===== src/design/rcrm_pkg.sv =====
// ----------------------------------------------------------------------------
// rcrm_pkg
// types, codes and defaults shared by the reachability marker
// ----------------------------------------------------------------------------
package rcrm_pkg;
    localparam int unsigned NodesDef = 16;
    localparam int unsigned CounterBitsDef = 16;
    localparam int unsigned CmdW = 3;
    localparam int unsigned IdW = 4;
    localparam int unsigned CountW = 20;
    localparam int unsigned StatW = 2;
    localparam logic [CountW-1:0] CountMax = '1;

    typedef enum logic [CmdW-1:0] {
        CMD_DECLARE = 3'd0,
        CMD_ADD_REF = 3'd1,
        CMD_QUERY_PAIR = 3'd2,
        CMD_QUERY_TOTAL = 3'd3,
        CMD_MARK_UNUSED = 3'd4,
        CMD_QUERY_USED = 3'd5
    } t_cmd;

    typedef enum logic [StatW-1:0] {
        ST_OK = 2'd0,
        ST_NOT_DECLARED = 2'd1,
        ST_ALREADY = 2'd2
    } t_status;

    typedef enum logic [3:0] {
        S_IDLE, S_RD, S_RDW, S_INC, S_PAIR, S_TOT_RD, S_TOT_ACC,
        S_MK_INIT, S_MK_RD, S_MK_CHK, S_MK_POP, S_MK_CLR, S_DONE
    } t_state;

    // controller to datapath
    typedef struct packed {
        logic load;       // capture input word
        logic rd_pair;    // read counter at node/row
        logic inc;        // write incremented counter
        logic cap_pair;   // count = counter
        logic tot_start;  // count = 0, scan index = root
        logic tot_rd;     // read counter at scan row
        logic tot_acc;    // accumulate
        logic mk_init;    // pending = declared, sp = 0, row = root, col = 0
        logic mk_rd;      // read counter at walk row/col
        logic mk_chk;     // push if reached, advance col
        logic mk_pop;     // pop stack into walk row
        logic mk_clr;     // clear unreached used flags
        logic declare;    // do declare
        logic query_used;
        logic fail;       // status not declared
    } t_ctl;

    // datapath to controller
    typedef struct packed {
        logic node_ok;
        logic parent_ok;
        logic is_decl;
        logic col_last;
        logic tot_last;
        logic stack_empty;
        logic init_busy;  // counter memory clearing pass running
        logic [CmdW-1:0] cmd;
    } t_sts;
endpackage


===== src/design/rcrm_ctrl.sv =====
// ----------------------------------------------------------------------------
// rcrm_ctrl
// command sequencer for the reachability marker
// ----------------------------------------------------------------------------
module rcrm_ctrl (
    input  logic           i_clk,
    input  logic           i_rst_n,
    input  logic           i_in_valid,
    output logic           o_in_ready,
    output logic           o_out_valid,
    input  logic           i_out_ready,
    input  rcrm_pkg::t_sts i_sts,
    output rcrm_pkg::t_ctl o_ctl
);
    import rcrm_pkg::*;

    t_state r_state, n_state;

    // state register
    always_ff @(posedge i_clk) begin
        if (!i_rst_n) r_state <= S_IDLE;
        else r_state <= n_state;
    end

    // next state and commands
    always_comb begin
        n_state = r_state;
        o_ctl = '0;
        o_in_ready = 1'b0;
        o_out_valid = 1'b0;
        unique case (r_state)
            S_IDLE: begin
                o_in_ready = !i_sts.init_busy;
                if (i_in_valid && !i_sts.init_busy) begin
                    o_ctl.load = 1'b1;
                    n_state = S_RD;
                end
            end
            S_RD: begin
                case (i_sts.cmd)
                    CMD_DECLARE: begin
                        if (!i_sts.node_ok) o_ctl.fail = 1'b1;
                        else o_ctl.declare = 1'b1;
                        n_state = S_DONE;
                    end
                    CMD_ADD_REF, CMD_QUERY_PAIR: begin
                        if (!i_sts.node_ok || !i_sts.parent_ok) begin
                            o_ctl.fail = 1'b1;
                            n_state = S_DONE;
                        end else begin
                            o_ctl.rd_pair = 1'b1;
                            n_state = S_RDW;
                        end
                    end
                    CMD_QUERY_TOTAL: begin
                        if (!i_sts.node_ok) begin
                            o_ctl.fail = 1'b1;
                            n_state = S_DONE;
                        end else begin
                            o_ctl.tot_start = 1'b1;
                            n_state = S_TOT_RD;
                        end
                    end
                    CMD_MARK_UNUSED: begin
                        o_ctl.mk_init = 1'b1;
                        n_state = S_MK_RD;
                    end
                    CMD_QUERY_USED: begin
                        if (!i_sts.node_ok || !i_sts.is_decl) o_ctl.fail = 1'b1;
                        else o_ctl.query_used = 1'b1;
                        n_state = S_DONE;
                    end
                    default: n_state = S_DONE;
                endcase
            end
            S_RDW: n_state = (i_sts.cmd == CMD_ADD_REF) ? S_INC : S_PAIR;
            S_INC: begin
                o_ctl.inc = 1'b1;
                n_state = S_DONE;
            end
            S_PAIR: begin
                o_ctl.cap_pair = 1'b1;
                n_state = S_DONE;
            end
            S_TOT_RD: begin
                o_ctl.tot_rd = 1'b1;
                n_state = S_TOT_ACC;
            end
            S_TOT_ACC: begin
                o_ctl.tot_acc = 1'b1;
                n_state = i_sts.tot_last ? S_DONE : S_TOT_RD;
            end
            S_MK_INIT: n_state = S_MK_RD;
            S_MK_RD: begin
                o_ctl.mk_rd = 1'b1;
                n_state = S_MK_CHK;
            end
            S_MK_CHK: begin
                o_ctl.mk_chk = 1'b1;
                n_state = i_sts.col_last ? S_MK_POP : S_MK_RD;
            end
            S_MK_POP: begin
                if (i_sts.stack_empty) n_state = S_MK_CLR;
                else begin
                    o_ctl.mk_pop = 1'b1;
                    n_state = S_MK_RD;
                end
            end
            S_MK_CLR: begin
                o_ctl.mk_clr = 1'b1;
                n_state = S_DONE;
            end
            S_DONE: begin
                o_out_valid = 1'b1;
                if (i_out_ready) n_state = S_IDLE;
            end
            default: n_state = S_IDLE;
        endcase
    end

    // one result word per accepted command, never while idle
    a_no_out_idle: assert property (@(posedge i_clk) disable iff (!i_rst_n)
        (r_state == S_IDLE) |-> !o_out_valid) else $error("result in idle");
    a_load_leaves: assert property (@(posedge i_clk) disable iff (!i_rst_n)
        o_ctl.load |=> (r_state == S_RD)) else $error("load not followed by dispatch");
    a_done_hold: assert property (@(posedge i_clk) disable iff (!i_rst_n)
        (o_out_valid && !i_out_ready) |=> o_out_valid) else $error("result dropped");
endmodule


===== config.mk =====
export PLATFORM = sky130hd
export DESIGN_NAME = rcrm_ctrl
export DESIGN_NICKNAME = d
export VERILOG_FILES = /design/src/design/rcrm_pkg.sv /design/src/design/rcrm_ctrl.sv
export SDC_FILE = /design/constraint.sdc
export NUM_CORES = 1
export LEC_CHECK = 0
export ABC_CLOCK_PERIOD_IN_PS = 1400
export BUFFER_PORTS_ARGS = -buffer_cell sky130_fd_sc_hd__buf_2
export CORE_AREA = 2 2 39 41
export DETAILED_ROUTE_END_ITERATION = 10
export DIE_AREA = 0 0 41 43
export PLACE_DENSITY = 0.84
export SYNTH_ARGS = -nofsm -noshare
export SYNTH_HDL_FRONTEND = slang
export SYNTH_SLANG_ARGS = --single-unit
export TNS_END_PERCENT = 1

===== constraint.sdc =====
create_clock -name i_clk -period 1.4 [get_ports i_clk]
set_input_delay 0.14 -clock i_clk [delete_from_list [all_inputs] [get_ports i_clk]]
set_output_delay 0.14 -clock i_clk [all_outputs]
set_load 0.02 [all_outputs]

Yosys cells after proc, flatten, opt, wreduce, memory -nomap -nowiden
Cells that the tools add are included.
{ "word_totals": {"ff_bits": 4, "output_inout_bits": 17, "inputBits": 14, "elab_cells": 72} }
{ "op_classes": {"eq_ne": 19, "n_mux": 39, "reduce_logical": 13} }
{ "ops": {"columns": ["op", "count"], "rows": [
  ["one-hot mux 4 bit (11 select lines)", 1],
  ["2-to-1 mux 1 bit", 27],
  ["equality test 4 bit (second input constant)", 5],
  ["2-to-1 mux 4 bit", 5],
  ["equality test 4 x 3 -> 1 bit (second input constant)", 4],
  ["one-hot mux 4 bit (3 select lines)", 1],
  ["equality test 4 x 2 -> 1 bit (second input constant)", 2],
  ["equality test 3 x 2 -> 1 bit (second input constant)", 2],
  ["equality test 3 bit (second input constant)", 2],
  ["2-to-1 mux 3 bit", 2],
  ["equality test 4 x 1 -> 1 bit (second input constant)", 1],
  ["zero test 1 bit", 4],
  ["zero test 4 bit", 1],
  ["2-to-1 mux 2 bit", 2],
  ["!= test 2 bit (second input constant)", 2],
  ["OR reduction 2 bit", 2],
  ["equality test 3 x 1 -> 1 bit (second input constant)", 1],
  ["zero test 3 bit", 1],
  ["one-hot mux 1 bit (3 select lines)", 1],
  ["OR reduction 3 bit", 1],
  ["logical OR 1 bit", 2],
  ["AND reduction 2 bit", 1],
  ["logical AND 1 bit", 1]
]} }

Depth between registers and ports, before layout
{ "depth": {"depth_word": 5, "depth_mapped": 5, "ltp_nobuf": 4} }

Worst setup path before layout
No wires, ideal clock.
{ "synth_timing": {"path_type": "flip-flop to output port", "start": "reg r_state[2]", "end": "out o_ctl[2] (netlist name)", "required_ns": 1.260, "arrival_ns": 1.425, "path_buffers": 1, "setup_slack_ns": -0.165, "path_stages_with_launch": 5, "path_cell_list": "dfxtp_1 > clkbuf_1 > nor3_1 > nand2_1 > nor3b_1"} }
{ "synth_rtl": {"columns": ["element", "line", "text"], "rows": [
  ["start: declaration", "rcrm_ctrl.sv:17", "t_state r_state, n_state;"],
  ["start signal: assignment", "rcrm_ctrl.sv:22", "else r_state <= n_state;"],
  ["end: declaration", "rcrm_ctrl.sv:13", "output rcrm_pkg::t_ctl o_ctl"]
]} }

==> results.toml <==
[cells_and_area]
fillers = 111
seqCellArea_um2 = 85.1
area_growth_pct = 77.8
utilization = 0.674
regMostFlops = "r_state"
nNetsFinal = 139
largest_reg_flops = 4
drive_gt1_frac = 0.545
multi_input_area_um2 = 497
diodes = 0
largest_registers = "r_state (4)"

[clocking]
cts_buffer_depth = 2
cts_sinks = 4
clk_latency_ns = 0.24
cts_tree = "built"
clk_pin_slew_ns = 0.04
root_buffer = "clkbuf_4"
htreeDepth = 1
cts_buffers = 3

[floorplan]
coreArea_um2 = 1380
fp.dieH_um = 43
dieWidth_um = 41
io-pin-count = 31
rows = 14
initial_core_util = 0.379
dieArea_um2 = 1760

[setup_path]
path_max_fanout = 3
path_buf_inv = 1
worst_path_max_delay_cell = "or4_4"
worstPathRequired_ns = 1.26
timing.rr.start = "r_state[3]"
crit_type = "reg -> out"
start_kind = "flop"
crit_chain = "or4_4, nor3b_2, buf_4"
crit_start = "r_state[3]"
cp_top_family = "simple AND/OR/NAND/NOR gates"
max_stage_delay_ns = 0.55
endpoint_kind = "primary output"
cp.arrival_ns = 1.43

[global_routing]
grt_pass1_vias = 723
grt_pass1_wl_um = 2800
met3_usage = 0.0314
antenna_found_initial = 0
met1_usage = 0.256
grt_busiest_layer = "met2"
overflow = 0
grt_max_degree = 14
use_met2 = 0.394
grt_usage = 0.227

[sta]
tightest_slew_ns = 0.368
rsz0062_at_grt = "yes"
fin_ws_ns = -0.175
hold_viol = 0
setup_viol = 9
slew_viol_final = 0
skew_ns = 0.00168
period_share = 1.12
fmax_mhz = 635
holdWs_ns = 0.164
period_needed_ns = 1.57
slew_headroom = 0.754

[placement]
portBuffers = 30
gp_congestion = 0.780
hpwl_um = 1270

[synth]
synth_area_leaders = "dfxtp_1 15%, nor3_1 11%, nand2b_1 7.2%, nor2_1 6.4%, nor2b_1 6.0%"
ys_seq_area_frac = 0.153
ys_ff_latch = 4
syn-num-nets = 96
synth_cell_type_count = 27
netlist.area_leader.share = 0.153
netlist_area_um2 = 524
synthFlopType = "dfxtp_1"
syn_area_per_cell_um2 = 6.39
synth.largest_area_cell = "dfxtp_1"
synthMostInstantiatedCell = "nor3_1"
synth-edff-count = 0
async_reset_ff_frac = 0
yosys_warnings = 0
synth_common_cells = "12 x nor3_1, 9 x nor2_1, 6 x nand2_1, 6 x nand2b_1, 6 x o21ai_0"
synthCells = 82

[detailed_routing]
drt_iter0_drc = 8
drc_errors = 0
wirelength_um = 2010
vias_per_cell = 5.74
drtAntennaViolNets = 0
num_vias = 798
wl_per_cell_um = 14.5
firstDrtPassIters = 4

[pwr]
p_leak_nw = 0.409
power_density_nw_per_um2 = 1710
ir_worst_vdd_mv = 1.01

[run_status]
violations = "setup timing"
status = "finished with violations"

[min_path]
worstHoldStart = "i_rst_n"
min_path_type = "in -> reg"

[flow_run]
cap_viol_max_count = 0
[cells by family (layout without fill, tap and decap cells)]
group | after synthesis | in the layout | synth area share
simple gates | 47 | 47 | 0.494
xor+xnor | 1 | 1 | 0.0167
buf+inv | 8 | 49 | 0.0621
flops | 4 | 4 | 0.153
compound gates | 20 | 20 | 0.236
mux | 2 | 2 | 0.0382
[metal layers]
| layer | up-vias | share of wire |
|---|---|---|
| met5 | - | 0 |
| met3 | 8 | 0.051 |
| met2 | 36 | 0.53 |
| met1 | 370 | 0.38 |
| met4 | 0 | 0.033 |
| li1 | 384 | - |
[path summary, 6_finish.rpt]
path | endpoint | slack, ns | cells after the start
setup / recovery | o_ctl[14] | -0.17 | 3
hold / removal | r_state[1] | 0.16 | 2
setup reg to reg | r_state[2] | -0.01 | 9
hold reg to reg | r_state[2] | 0.74 | 3
[final cells by class]
cell class	count	area share
Tap cell	16	0.0215
Sequential cell	4	0.0913
Clock buffer	3	0.0242
Timing Repair Buffer	43	0.318
Multi-Input combinational cell	70	0.533
Inverter	3	0.0121
[worst reg2reg max path, cell delays in order (launching register included)]
cell	delay, ns
dfxtp_2	0.33
nand2b_4	0.16
nor3_4	0.16
buf_4	0.14
buf_6	0.09
buf_6	0.08
buf_6	0.08
buf_6	0.09
o221ai_2	0.07
a31oi_1	0.14
[power breakdown]
part,internal (W),switching (W)
sequential,0.000171,0.0000651
clock,0.0000965,0.0000563
combinational,0.000596,0.000609
[cell usage in the layout (no fill, tap or decap), types with 3 or more instances in the layout]
cell type,count
nand2_1,5
nand2b_1,3
o21ai_0,5
clkbuf_4,3
buf_6,7
nand2b_4,3
nor2b_1,5
nor2_1,7
buf_4,15
dfxtp_2,4
a21oi_1,4
nor3_1,9
inv_1,3
buf_2,21
[per-stage QoR]
step           power [W]  setup slack (ns)  cell area [um^2]  instances  setup TNS (ns)
3_5_place_dp     0.00103          -0.00823               738        131        -0.00823
4_1_cts          0.00140            -0.173               857        139           -1.00
6_report         0.00159            -0.175               932        139          -0.779
3_3_place_gp     0.00101            0.0465               738        131               0
2_1_floorplan   0.000764            -0.149               529         82          -0.322
5_1_grt          0.00168            -0.210               932        139           -1.25
[repair_timing]
action	in CTS	in global routing
gates resized for setup	16	21
setup endpoints to repair	10	18
pin swaps	5	4
hold buffers	0	0
gates cloned	0	0
setup buffers	5	0
Power figures use the tool's default switching activity.
